$ cat config.mk
export PLATFORM = sky130hd
export DESIGN_NAME = button_click_classifier
export DESIGN_NICKNAME = d
export VERILOG_FILES = /design/src/bcc_pkg.sv /design/src/bcc_alu.sv /design/src/button_click_classifier.sv
export VERILOG_INCLUDE_DIRS = /design/src /design/src/src
export SDC_FILE = /design/constraint.sdc
export NUM_CORES = 2
export LEC_CHECK = 0
export CORE_MARGIN = 4
export CORE_UTILIZATION = 50
export CTS_CLUSTER_SIZE = 40
export DETAILED_ROUTE_END_ITERATION = 7
export DONT_BUFFER_PORTS = 1
export HOLD_SLACK_MARGIN = 0.06
export PLACE_DENSITY = 0.68
export SKIP_LAST_GASP = 1
export SYNTH_ARGS = -nofsm -noshare
export SYNTH_HDL_FRONTEND = slang
export SYNTH_SLANG_ARGS = --single-unit
$ cat constraint.sdc
create_clock -name clk -period 4.74 [get_ports clk]
set_clock_uncertainty 0.1 [all_clocks]
set_input_delay 0.474 -clock clk [delete_from_list [all_inputs] [get_ports clk]]
set_output_delay 0.474 -clock clk [all_outputs]
set_load 0.01 [all_outputs]
$ cat src/button_click_classifier_defines.svh
// ----------------------------------------------------------------------------
// Button click classifier assertion macros
// Shared concurrent assertion forms, clocked on clk and disabled in reset.
// ----------------------------------------------------------------------------
`ifndef BUTTON_CLICK_CLASSIFIER_DEFINES_SVH
`define BUTTON_CLICK_CLASSIFIER_DEFINES_SVH

// Same-cycle implication.
`define BCC_AST_IMPL(lbl, ante, cons, msg) \
  lbl: assert property (@(posedge clk) disable iff (!rst_n) (ante) |-> (cons)) \
    else $error(msg);

// Next-cycle implication.
`define BCC_AST_NEXT(lbl, ante, cons, msg) \
  lbl: assert property (@(posedge clk) disable iff (!rst_n) (ante) |=> (cons)) \
    else $error(msg);

`endif

$ cat src/bcc_pkg.sv
// ----------------------------------------------------------------------------
// Button click classifier package
// Shared types and constants of the click classifier.
// ----------------------------------------------------------------------------
package bcc_pkg;

  localparam int unsigned TIME_W = 32;

  localparam logic [1:0] REG_ENABLED = 2'd0;
  localparam logic [1:0] REG_DEBOUNCE = 2'd1;
  localparam logic [1:0] REG_DOUBLE = 2'd2;
  localparam logic [1:0] REG_LONG = 2'd3;

  localparam logic [7:0] RST_ENABLED = 8'd255;
  localparam logic [15:0] RST_DEBOUNCE = 16'd30;
  localparam logic [15:0] RST_DOUBLE = 16'd400;
  localparam logic [15:0] RST_LONG = 16'd800;

  localparam int unsigned EV_SINGLE_BIT = 0;
  localparam int unsigned EV_DOUBLE_BIT = 1;
  localparam int unsigned EV_LONG_BIT = 2;

  localparam logic [1:0] RES_LONG = 2'd0;
  localparam logic [1:0] RES_DOUBLE = 2'd1;
  localparam logic [1:0] RES_SINGLE = 2'd2;

  typedef struct packed {
    logic              sub;
    logic [TIME_W-1:0] opb;
  } alu_req_t;

endpackage

$ cat src/bcc_alu.sv
// ----------------------------------------------------------------------------
// Button click classifier shared adder
// One 32-bit add or subtract against the latched time stamp, shared by the
// edge and poll steps of the sequencer.
// ----------------------------------------------------------------------------
module bcc_alu (
  input  logic [bcc_pkg::TIME_W-1:0] opa,
  input  bcc_pkg::alu_req_t          req,
  output logic [bcc_pkg::TIME_W-1:0] res
);

  logic [bcc_pkg::TIME_W-1:0] opb_eff;

  assign opb_eff = req.sub ? ~req.opb : req.opb;
  assign res = opa + opb_eff + bcc_pkg::TIME_W'(req.sub);

endmodule

$ cat src/button_click_classifier.sv
// ----------------------------------------------------------------------------
// Button click classifier
// Debounces button edges and classifies long presses, double clicks and
// single clicks; poll transactions report the queued events.
// ----------------------------------------------------------------------------
// Channel | Direction | Signals
// in      | input     | in_valid, in_ready, in_kind, in_button, in_pressed, in_time_ms
// out     | output    | out_valid, out_ready, out_button_number, out_event_res, out_last
// cfg     | input     | psel, penable, pwrite, paddr, pwdata, prdata, pready
//
// After its handshake an edge transaction holds the input through four passes
// through the shared adder (EDEB, ECHK, EDL, EPT) and the update step EUPD; an
// edge that fails the debounce or level check frees it after ECHK, one for a
// disabled button at once. A poll takes PDL for a disabled button, PDL, PPT, PAPP,
// PEMIT and one PEMIT per reported event for an enabled one, then closes in PEND.
// Reset is synchronous and clears all per-button state at once.
// A stalled output holds the sequencer only when a further event must leave.
// ----------------------------------------------------------------------------
`include "button_click_classifier_defines.svh"

module button_click_classifier #(
  parameter int NUM_BUTTONS = 8
) (
  input  logic        clk,
  input  logic        rst_n,
  input  logic        in_valid,
  output logic        in_ready,
  input  logic        in_kind,
  input  logic [2:0]  in_button,
  input  logic        in_pressed,
  input  logic [31:0] in_time_ms,
  output logic        out_valid,
  input  logic        out_ready,
  output logic [3:0]  out_button_number,
  output logic [1:0]  out_event_res,
  output logic        out_last,
  input  logic        psel,
  input  logic        penable,
  input  logic        pwrite,
  input  logic [3:0]  paddr,
  input  logic [31:0] pwdata,
  output logic [31:0] prdata,
  output logic        pready
);

  localparam int IW = (NUM_BUTTONS > 1) ? $clog2(NUM_BUTTONS) : 1;
  localparam int TW = bcc_pkg::TIME_W;

  localparam logic [3:0] S_IDLE = 4'd0;
  localparam logic [3:0] S_EDEB = 4'd1;
  localparam logic [3:0] S_ECHK = 4'd2;
  localparam logic [3:0] S_EDL = 4'd3;
  localparam logic [3:0] S_EPT = 4'd4;
  localparam logic [3:0] S_EUPD = 4'd5;
  localparam logic [3:0] S_PDL = 4'd6;
  localparam logic [3:0] S_PPT = 4'd7;
  localparam logic [3:0] S_PAPP = 4'd8;
  localparam logic [3:0] S_PEMIT = 4'd9;
  localparam logic [3:0] S_PEND = 4'd10;

  logic [7:0]  cfg_en_r;
  logic [15:0] cfg_deb_r;
  logic [15:0] cfg_dbl_r;
  logic [15:0] cfg_long_r;
  logic        cfg_wr;

  logic [3:0]  state_r, state_nxt;
  logic [IW-1:0] addr_r, addr_nxt;
  logic [TW-1:0] time_r, time_nxt;
  logic        lvl_r, lvl_nxt;
  logic [TW-1:0] diff_r;
  logic        rch_r, rch_nxt;
  logic        long_r, long_nxt;

  logic [NUM_BUTTONS-1:0] seen_r, seen_nxt;
  logic [NUM_BUTTONS-1:0] down_r, down_nxt;
  logic [NUM_BUTTONS-1:0] ldone_r, ldone_nxt;
  logic [NUM_BUTTONS-1:0] sw_r, sw_nxt;
  logic [NUM_BUTTONS-1:0] dm_r, dm_nxt;
  logic [2:0]  queued_r [NUM_BUTTONS];
  logic [2:0]  queued_nxt [NUM_BUTTONS];

  logic [TW-1:0] press_time_r [NUM_BUTTONS];
  logic [TW-1:0] last_edge_r [NUM_BUTTONS];
  logic [TW-1:0] deadline_r [NUM_BUTTONS];
  logic        pt_we, le_we, dl_we;

  logic [2:0]  pend_r, pend_nxt;
  logic        hold_v_r, hold_v_nxt;
  logic [3:0]  hold_num_r, hold_num_nxt;
  logic [1:0]  hold_ev_r, hold_ev_nxt;
  logic        out_v_r, out_v_nxt;
  logic [3:0]  out_num_r, out_num_nxt;
  logic [1:0]  out_ev_r, out_ev_nxt;
  logic        out_last_r, out_last_nxt;

  bcc_pkg::alu_req_t alu_req;
  logic [TW-1:0] alu_res;

  logic        out_free;
  logic        btn_ok;
  logic [15:0] en16;
  logic        deb_short;
  logic        ge_long;
  logic        poll_long;
  logic        poll_sw;
  logic        poll_single;
  logic [3:0]  cur_num;

  bcc_alu u_alu (
    .opa (time_r),
    .req (alu_req),
    .res (alu_res)
  );

  assign pready = 1'b1;
  assign cfg_wr = psel && penable && pwrite;

  always_comb begin
    unique case (paddr[3:2])
      bcc_pkg::REG_ENABLED:  prdata = {24'd0, cfg_en_r};
      bcc_pkg::REG_DEBOUNCE: prdata = {16'd0, cfg_deb_r};
      bcc_pkg::REG_DOUBLE:   prdata = {16'd0, cfg_dbl_r};
      bcc_pkg::REG_LONG:     prdata = {16'd0, cfg_long_r};
      default:               prdata = '0;
    endcase
  end

  always_ff @(posedge clk) begin
    if (!rst_n) begin
      cfg_en_r   <= bcc_pkg::RST_ENABLED;
      cfg_deb_r  <= bcc_pkg::RST_DEBOUNCE;
      cfg_dbl_r  <= bcc_pkg::RST_DOUBLE;
      cfg_long_r <= bcc_pkg::RST_LONG;
    end else if (cfg_wr) begin
      unique case (paddr[3:2])
        bcc_pkg::REG_ENABLED:  cfg_en_r <= pwdata[7:0];
        bcc_pkg::REG_DEBOUNCE: cfg_deb_r <= pwdata[15:0];
        bcc_pkg::REG_DOUBLE:   cfg_dbl_r <= pwdata[15:0];
        bcc_pkg::REG_LONG:     cfg_long_r <= pwdata[15:0];
        default: ;
      endcase
    end
  end

  assign in_ready = (state_r == S_IDLE);
  assign out_valid = out_v_r;
  assign out_button_number = out_num_r;
  assign out_event_res = out_ev_r;
  assign out_last = out_last_r;

  assign out_free = !out_v_r || out_ready;
  assign en16 = {8'd0, cfg_en_r};
  assign btn_ok = ({2'b00, in_button} < 5'(NUM_BUTTONS)) && cfg_en_r[in_button];
  assign deb_short = (diff_r[31:16] == 16'd0) && (diff_r[15:0] < cfg_deb_r);
  assign ge_long = (diff_r[31:16] != 16'd0) || (diff_r[15:0] >= cfg_long_r);
  assign poll_long = down_r[addr_r] && !ldone_r[addr_r] && ge_long;
  assign poll_sw = sw_r[addr_r] && !poll_long;
  assign poll_single = poll_sw && rch_r;
  assign cur_num = 4'(addr_r) + 4'd1;

  always_comb begin
    state_nxt = state_r;
    addr_nxt = addr_r;
    time_nxt = time_r;
    lvl_nxt = lvl_r;
    rch_nxt = rch_r;
    long_nxt = long_r;
    seen_nxt = seen_r;
    down_nxt = down_r;
    ldone_nxt = ldone_r;
    sw_nxt = sw_r;
    dm_nxt = dm_r;
    queued_nxt = queued_r;
    pend_nxt = pend_r;
    hold_v_nxt = hold_v_r;
    hold_num_nxt = hold_num_r;
    hold_ev_nxt = hold_ev_r;
    out_v_nxt = out_v_r && !out_ready;
    out_num_nxt = out_num_r;
    out_ev_nxt = out_ev_r;
    out_last_nxt = out_last_r;
    pt_we = 1'b0;
    le_we = 1'b0;
    dl_we = 1'b0;
    alu_req.sub = 1'b1;
    alu_req.opb = last_edge_r[addr_r];

    unique case (state_r)
      S_IDLE: begin
        if (in_valid) begin
          time_nxt = in_time_ms;
          lvl_nxt = in_pressed;
          if (in_kind) begin
            addr_nxt = '0;
            state_nxt = S_PDL;
          end else if (btn_ok) begin
            addr_nxt = IW'(in_button);
            state_nxt = S_EDEB;
          end
        end
      end
      S_EDEB: begin
        state_nxt = S_ECHK;
      end
      S_ECHK: begin
        alu_req.opb = deadline_r[addr_r];
        if ((seen_r[addr_r] && deb_short) || (!lvl_r && !down_r[addr_r])) begin
          state_nxt = S_IDLE;
        end else begin
          seen_nxt[addr_r] = 1'b1;
          le_we = 1'b1;
          state_nxt = S_EDL;
        end
      end
      S_EDL: begin
        rch_nxt = !diff_r[31];
        alu_req.opb = press_time_r[addr_r];
        state_nxt = S_EPT;
      end
      S_EPT: begin
        long_nxt = ge_long;
        alu_req.sub = 1'b0;
        alu_req.opb = {16'd0, cfg_dbl_r};
        state_nxt = S_EUPD;
      end
      S_EUPD: begin
        state_nxt = S_IDLE;
        if (lvl_r) begin
          if (sw_r[addr_r] && !rch_r) begin
            dm_nxt[addr_r] = 1'b1;
            sw_nxt[addr_r] = 1'b0;
          end else begin
            dm_nxt[addr_r] = 1'b0;
          end
          down_nxt[addr_r] = 1'b1;
          ldone_nxt[addr_r] = 1'b0;
          pt_we = 1'b1;
        end else begin
          down_nxt[addr_r] = 1'b0;
          if (ldone_r[addr_r]) begin
            dm_nxt[addr_r] = 1'b0;
            sw_nxt[addr_r] = 1'b0;
          end else if (long_r) begin
            queued_nxt[addr_r][bcc_pkg::EV_LONG_BIT] = 1'b1;
            ldone_nxt[addr_r] = 1'b1;
            sw_nxt[addr_r] = 1'b0;
            dm_nxt[addr_r] = 1'b0;
          end else if (dm_r[addr_r] && !rch_r) begin
            queued_nxt[addr_r][bcc_pkg::EV_DOUBLE_BIT] = 1'b1;
            dm_nxt[addr_r] = 1'b0;
          end else begin
            dm_nxt[addr_r] = 1'b0;
            sw_nxt[addr_r] = 1'b1;
            dl_we = 1'b1;
          end
        end
      end
      S_PDL: begin
        alu_req.opb = deadline_r[addr_r];
        if (en16[addr_r]) begin
          state_nxt = S_PPT;
        end else if (addr_r == IW'(NUM_BUTTONS - 1)) begin
          state_nxt = S_PEND;
        end else begin
          addr_nxt = addr_r + 1'b1;
        end
      end
      S_PPT: begin
        rch_nxt = !diff_r[31];
        alu_req.opb = press_time_r[addr_r];
        state_nxt = S_PAPP;
      end
      S_PAPP: begin
        if (poll_long) begin
          ldone_nxt[addr_r] = 1'b1;
          dm_nxt[addr_r] = 1'b0;
        end
        sw_nxt[addr_r] = poll_sw && !poll_single;
        pend_nxt = queued_r[addr_r] | {poll_long, 1'b0, poll_single};
        queued_nxt[addr_r] = 3'd0;
        state_nxt = S_PEMIT;
      end
      S_PEMIT: begin
        if (pend_r == 3'd0) begin
          if (addr_r == IW'(NUM_BUTTONS - 1)) begin
            state_nxt = S_PEND;
          end else begin
            addr_nxt = addr_r + 1'b1;
            state_nxt = S_PDL;
          end
        end else if (!hold_v_r || out_free) begin
          if (hold_v_r) begin
            out_v_nxt = 1'b1;
            out_num_nxt = hold_num_r;
            out_ev_nxt = hold_ev_r;
            out_last_nxt = 1'b0;
          end
          hold_v_nxt = 1'b1;
          hold_num_nxt = cur_num;
          if (pend_r[bcc_pkg::EV_LONG_BIT]) begin
            hold_ev_nxt = bcc_pkg::RES_LONG;
            pend_nxt[bcc_pkg::EV_LONG_BIT] = 1'b0;
          end else if (pend_r[bcc_pkg::EV_DOUBLE_BIT]) begin
            hold_ev_nxt = bcc_pkg::RES_DOUBLE;
            pend_nxt[bcc_pkg::EV_DOUBLE_BIT] = 1'b0;
          end else begin
            hold_ev_nxt = bcc_pkg::RES_SINGLE;
            pend_nxt[bcc_pkg::EV_SINGLE_BIT] = 1'b0;
          end
        end
      end
      S_PEND: begin
        if (!hold_v_r) begin
          state_nxt = S_IDLE;
        end else if (out_free) begin
          out_v_nxt = 1'b1;
          out_num_nxt = hold_num_r;
          out_ev_nxt = hold_ev_r;
          out_last_nxt = 1'b1;
          hold_v_nxt = 1'b0;
          state_nxt = S_IDLE;
        end
      end
      default: begin
        state_nxt = S_IDLE;
      end
    endcase
  end

  always_ff @(posedge clk) begin
    if (!rst_n) begin
      state_r <= S_IDLE;
      addr_r <= '0;
      seen_r <= '0;
      down_r <= '0;
      ldone_r <= '0;
      sw_r <= '0;
      dm_r <= '0;
      for (int i = 0; i < NUM_BUTTONS; i++) begin
        queued_r[i] <= 3'd0;
      end
      pend_r <= 3'd0;
      hold_v_r <= 1'b0;
      out_v_r <= 1'b0;
    end else begin
      state_r <= state_nxt;
      addr_r <= addr_nxt;
      seen_r <= seen_nxt;
      down_r <= down_nxt;
      ldone_r <= ldone_nxt;
      sw_r <= sw_nxt;
      dm_r <= dm_nxt;
      queued_r <= queued_nxt;
      pend_r <= pend_nxt;
      hold_v_r <= hold_v_nxt;
      out_v_r <= out_v_nxt;
    end
  end

  always_ff @(posedge clk) begin
    time_r <= time_nxt;
    lvl_r <= lvl_nxt;
    rch_r <= rch_nxt;
    long_r <= long_nxt;
    diff_r <= alu_res;
    hold_num_r <= hold_num_nxt;
    hold_ev_r <= hold_ev_nxt;
    out_num_r <= out_num_nxt;
    out_ev_r <= out_ev_nxt;
    out_last_r <= out_last_nxt;
  end

  always_ff @(posedge clk) begin
    if (!rst_n) begin
      for (int i = 0; i < NUM_BUTTONS; i++) begin
        press_time_r[i] <= '0;
        last_edge_r[i] <= '0;
        deadline_r[i] <= '0;
      end
    end else begin
      if (pt_we) begin
        press_time_r[addr_r] <= time_r;
      end
      if (le_we) begin
        last_edge_r[addr_r] <= time_r;
      end
      if (dl_we) begin
        deadline_r[addr_r] <= diff_r;
      end
    end
  end

  `BCC_AST_IMPL(a_idle_hold_empty, state_r == S_IDLE, !hold_v_r, "hold register busy while idle")
  `BCC_AST_IMPL(a_pend_only_emit, state_r != S_PEMIT, pend_r == 3'd0, "pending events outside emit")
  `BCC_AST_NEXT(a_end_to_idle, (state_r == S_PEND) && !hold_v_r, state_r == S_IDLE, "poll stuck")
  `BCC_AST_IMPL(a_addr_range, state_r != S_IDLE, addr_r <= IW'(NUM_BUTTONS - 1), "bad button index")

endmodule
==> impl_metrics.prom <==
# TYPE chip_impl_metric gauge
chip_impl_metric{name="detailedRoute.firstIterationViolations",unit=""} 2926
chip_impl_metric{name="seq_area",unit="µm²"} 27900
chip_impl_metric{name="drt_first_pass_iters",unit=""} 5
chip_impl_metric{name="asyncSetResetFlopFracSynth",unit="%"} 0
chip_impl_metric{name="path_depth",unit=""} 16
chip_impl_info{name="run_status",value="finished, final reports clean"} 1
chip_impl_metric{name="hold_path_depth",unit=""} 2
chip_impl_metric{name="post_dp_cell_area",unit="µm²"} 47200
chip_impl_metric{name="route.detailed.wl_per_inst",unit="µm"} 25.2
chip_impl_metric{name="timing_worst_slew_pin_value",unit="ps"} 1110
chip_impl_metric{name="final_min_period_over_clock_period",unit="%"} 93.5
chip_impl_metric{name="post_synth_edffs",unit=""} 816
chip_impl_metric{name="maxClockFrequency",unit="GHz"} 0.226
chip_impl_info{name="cpMaxStageDelayCell",value="mux4_2"} 1
chip_impl_info{name="criticalPathCategory",value="register to register"} 1
chip_impl_metric{name="worstPathMaxFanout",unit=""} 23
chip_impl_metric{name="antenna_left",unit=""} 0
chip_impl_metric{name="combined_area_of_the_multi_input_logic_cells",unit="µm²"} 16600
chip_impl_metric{name="ys_ff_latch",unit=""} 983
chip_impl_metric{name="worst_skew_pair.late_latency",unit="ps"} 690
chip_impl_info{name="crit_path_start_kind",value="register"} 1
chip_impl_metric{name="port-buffer-count",unit=""} 0
chip_impl_metric{name="yosys_warnings",unit=""} 0
chip_impl_info{name="rsz0062_at_grt",value="no"} 1
chip_impl_metric{name="fin_crit",unit="ps"} 4430
chip_impl_metric{name="post_synth.cell_area_avg",unit="µm²"} 13.4
chip_impl_metric{name="design.core.area",unit="µm²"} 90100
chip_impl_metric{name="drive_gt1_share",unit="%"} 16.2
chip_impl_metric{name="drc_errors",unit=""} 0
chip_impl_metric{name="grt_first_pass_wirelength",unit="µm"} 178000
chip_impl_metric{name="synth-seq-area-share",unit="%"} 61.2
chip_impl_info{name="critPathCaptureType",value="register"} 1
chip_impl_metric{name="number_of_global_route_vias_before_repair",unit=""} 27929
chip_impl_metric{name="routed_via_density",unit=""} 5.97
chip_impl_metric{name="fp.dieW",unit="µm"} 310
chip_impl_metric{name="report.final.slew_viol_count",unit=""} 0
chip_impl_metric{name="count_of_cell_types_in_the_netlist",unit=""} 84
chip_impl_metric{name="die-height",unit="µm"} 310
chip_impl_info{name="cts_tree",value="done"} 1
chip_impl_info{name="mostFrequentLayoutCells",value="edfxtp_1, and2_1, nor2_1"} 1
chip_impl_info{name="busiest_layer",value="met2"} 1
chip_impl_metric{name="dp_hpwl",unit="µm"} 75100
chip_impl_metric{name="synth_area",unit="µm²"} 45500
chip_impl_metric{name="top_level_ports",unit=""} 122
chip_impl_metric{name="worstPathArrival",unit="ps"} 4940
chip_impl_metric{name="hold_viol_final",unit=""} 0
chip_impl_metric{name="gr-usage-met3",unit="%"} 3.85
chip_impl_metric{name="final.hold.worst_slack",unit="ps"} 89.6
chip_impl_metric{name="cts_post_setup_buffers_inserted",unit=""} 0
chip_impl_metric{name="htreeDepth",unit=""} 3
chip_impl_metric{name="cp_num_buf_inv",unit=""} 2
chip_impl_metric{name="crit_path_max_incr_delay",unit="ps"} 530
chip_impl_metric{name="grt_util_all_layers",unit="%"} 24.9
chip_impl_metric{name="use_met2",unit="%"} 40.9
chip_impl_metric{name="ir_drop",unit="µV"} 419
chip_impl_metric{name="stdcell_count",unit=""} 4709
chip_impl_info{name="yosys_most_used_dff",value="edfxtp_1"} 1
chip_impl_metric{name="worst-r2r-cell-count",unit=""} 16
chip_impl_metric{name="starting_density_of_the_core",unit="%"} 50.4
chip_impl_info{name="mostFrequentLayoutCell",value="edfxtp_1"} 1
chip_impl_metric{name="clockBufferDepth",unit=""} 3
chip_impl_metric{name="syn-instance-count",unit=""} 3385
chip_impl_metric{name="grt_overflow_total",unit=""} 0
chip_impl_metric{name="dr_total_vias",unit=""} 28107
chip_impl_metric{name="nets",unit=""} 3591
chip_impl_metric{name="stdcell_area",unit="µm²"} 51200
chip_impl_metric{name="worst_ep_required_time",unit="ps"} 5240
chip_impl_info{name="critical_path.cell_chain",value="buf_12 > buf_12 > mux4_2 > mux2i_1 > a22oi_1 > o21ai_0 > ha_1 > a21oi_1 > o211ai_1 > o2111ai_1 > a21oi_1 > a2111oi_4 > a211o_1 > a211oi_1 > a211oi_1 > xnor2_1"} 1
chip_impl_metric{name="grt_start_max_net_pins",unit=""} 121
chip_impl_metric{name="cts_inserted_buffers",unit=""} 102
chip_impl_metric{name="maxCapViolations",unit=""} 0
chip_impl_metric{name="worst_max_slew_margin_expressed_relative_to_the_limit",unit="%"} 25.7
chip_impl_metric{name="total_power",unit="mW"} 26.8
chip_impl_metric{name="final_weighted_congestion_in_routability_driven_placement",unit=""} 0.885
chip_impl_info{name="hold_class",value="input pin to register"} 1
chip_impl_info{name="cpLargestDelayFamily",value="compound AO/OA/AOI/OAI gates"} 1
chip_impl_metric{name="layout.filler_cells",unit=""} 7072
chip_impl_metric{name="pwr_density_cell",unit="nW/µm²"} 522
chip_impl_metric{name="area_growth_syn_to_layout",unit="%"} 12.7
chip_impl_metric{name="groute.layer.met1.usage",unit="%"} 35.3
chip_impl_metric{name="place_inst",unit=""} 4455
chip_impl_metric{name="totalWireLength",unit="µm"} 119000
chip_impl_metric{name="setup_violators_final",unit=""} 0
chip_impl_metric{name="worst_setup_hold_path_clk_slew",unit="ps"} 60
chip_impl_metric{name="core.rowCount",unit=""} 110
chip_impl_info{name="worstHoldStart",value="rst_n"} 1
chip_impl_info{name="clk_root_buffer_cell",value="clkbuf_16"} 1
chip_impl_metric{name="clock-sinks",unit=""} 983
chip_impl_metric{name="number_of_antenna_violations_at_the_first_check_in_global_routing",unit=""} 3
chip_impl_metric{name="die-area",unit="µm²"} 95800
chip_impl_metric{name="static-leakage-power",unit="nW"} 18.2
-- cells in the mapped netlist, drive strengths merged (4+ instances only) --
| library cell | instances | area share [%] |
|---|---|---|
| a2111oi | 4 | 0.091 |
| a211o | 8 | 0.15 |
| a211oi | 5 | 0.083 |
| a21boi | 54 | 0.89 |
| a21o | 35 | 0.58 |
| a21oi | 114 | 1.3 |
| a221oi | 10 | 0.28 |
| a22o | 11 | 0.21 |
| a22oi | 27 | 0.45 |
| a311oi | 4 | 0.077 |
| a31oi | 6 | 0.13 |
| and2 | 496 | 6.8 |
| and3 | 21 | 0.29 |
| and4 | 4 | 0.077 |
| buf | 95 | 1.2 |
| clkbuf | 143 | 1.2 |
| dfxtp | 167 | 7.4 |
| edfxtp | 816 | 54 |
| ha | 65 | 1.8 |
| inv | 56 | 0.46 |
| mux2 | 15 | 0.39 |
| mux2i | 83 | 1.8 |
| mux4 | 215 | 11 |
| nand2 | 244 | 2.0 |
| nand2b | 6 | 0.083 |
| nand3 | 33 | 0.37 |
| nand3b | 5 | 0.083 |
| nand4 | 12 | 0.17 |
| nor2 | 355 | 2.9 |
| nor2b | 29 | 0.40 |
| nor3 | 44 | 0.52 |
| nor4 | 6 | 0.096 |
| o211ai | 12 | 0.20 |
| o21a | 15 | 0.25 |
| o21ai | 70 | 0.78 |
| o21bai | 8 | 0.13 |
| o221a | 8 | 0.20 |
| o221ai | 13 | 0.25 |
| o31ai | 5 | 0.12 |
| or3 | 6 | 0.083 |
| xnor2 | 20 | 0.39 |
| xor2 | 9 | 0.17 |
-- sequential cells by signal (all words and copies together) (netlist names), 8 cells and up, named ones only --
register	flops
queued_r	24
cfg_dbl_r	16
diff_r	32
deadline_r	256
last_edge_r	256
seen_r	8
cfg_en_r	8
cfg_long_r	16
time_r	32
press_time_r	256
cfg_deb_r	16
-- power by group --
| part | internal (mW) | total [mW] | switching, mW | leakage (nW) |
|---|---|---|---|---|
| logic | 3.29 | 7.95 | 4.66 | 6.81 |
| clock network | 4.50 | 7.94 | 3.44 | 1.64 |
| registers | 10.0 | 10.9 | 0.869 | 9.74 |
-- cell families (layout without fill, tap and decap cells) --
kind of cell	count (synthesis)	count (layout)	synth area share, %
AND/OR/NAND/NOR	1266	1266	14.0
other	2	19	0.0165
adder cells (fa/ha/maj)	66	66	1.83
buffers and inverters	297	428	2.85
XOR/XNOR	29	29	0.559
flip-flops	983	983	61.2
multiplexers	313	313	12.9
AO/OA/AOI/OAI	429	429	6.58
-- through the flow --
stage | setup WS (ps) | setup TNS (ps) | utilization [%]
floorplan | -187 | -24540 | -
global placement | 313 | 0 | 52.4
detailed placement | 301 | 0 | 52.4
CTS | 261 | 0 | 56.8
global route | 47.7 | 0 | 56.8
finish | 308 | 0 | 56.8
-- worst paths after layout --
path	to	slack, ps
worst min register to register	out_button_number[3]$_DFFE_PP_	320
worst min-delay path	cfg_en_r[5]$_SDFFE_PN1P_	90
worst max register to register	diff_r[30]$_DFF_P_	310
worst max-delay path	diff_r[30]$_DFF_P_	310
-- worst reg2reg max path: stages, from the launching register on --
cell and delay, ps:
dfxtp_4 380, buf_12 160, buf_12 230, mux4_2 560, mux2i_1 510, a22oi_1 140
o21ai_0 120, ha_1 290, a21oi_1 200, o211ai_1 140, o2111ai_1 250, a21oi_1 170
a2111oi_4 360, a211o_1 240, a211oi_1 100, a211oi_1 270, xnor2_1 140
-- routing by layer --
layer	vias up	share of wire [%]
met4	2	2.1
met5	-	0.011
met1	14198	42
li1	12547	-
met2	1198	48
met3	162	8.2
-- final cells by class --
type | count | share of cell area [%]
Clock inverter | 48 | 1.03
Multi-Input combinational cell | 2120 | 32.4
Timing Repair Buffer | 179 | 3.37
Antenna cell | 2 | 0.00977
Clock buffer | 142 | 5.53
Tap cell | 1176 | 2.87
Inverter | 59 | 0.432
Sequential cell | 983 | 54.4
-- timing repair --
item,in CTS,in global routing
endpoints found under the setup margin,0,1
gates resized for setup,0,3
endpoints found under the hold margin,175,0
hold buffers,62,0
Note: power is estimated with default switching activity, not from simulation.
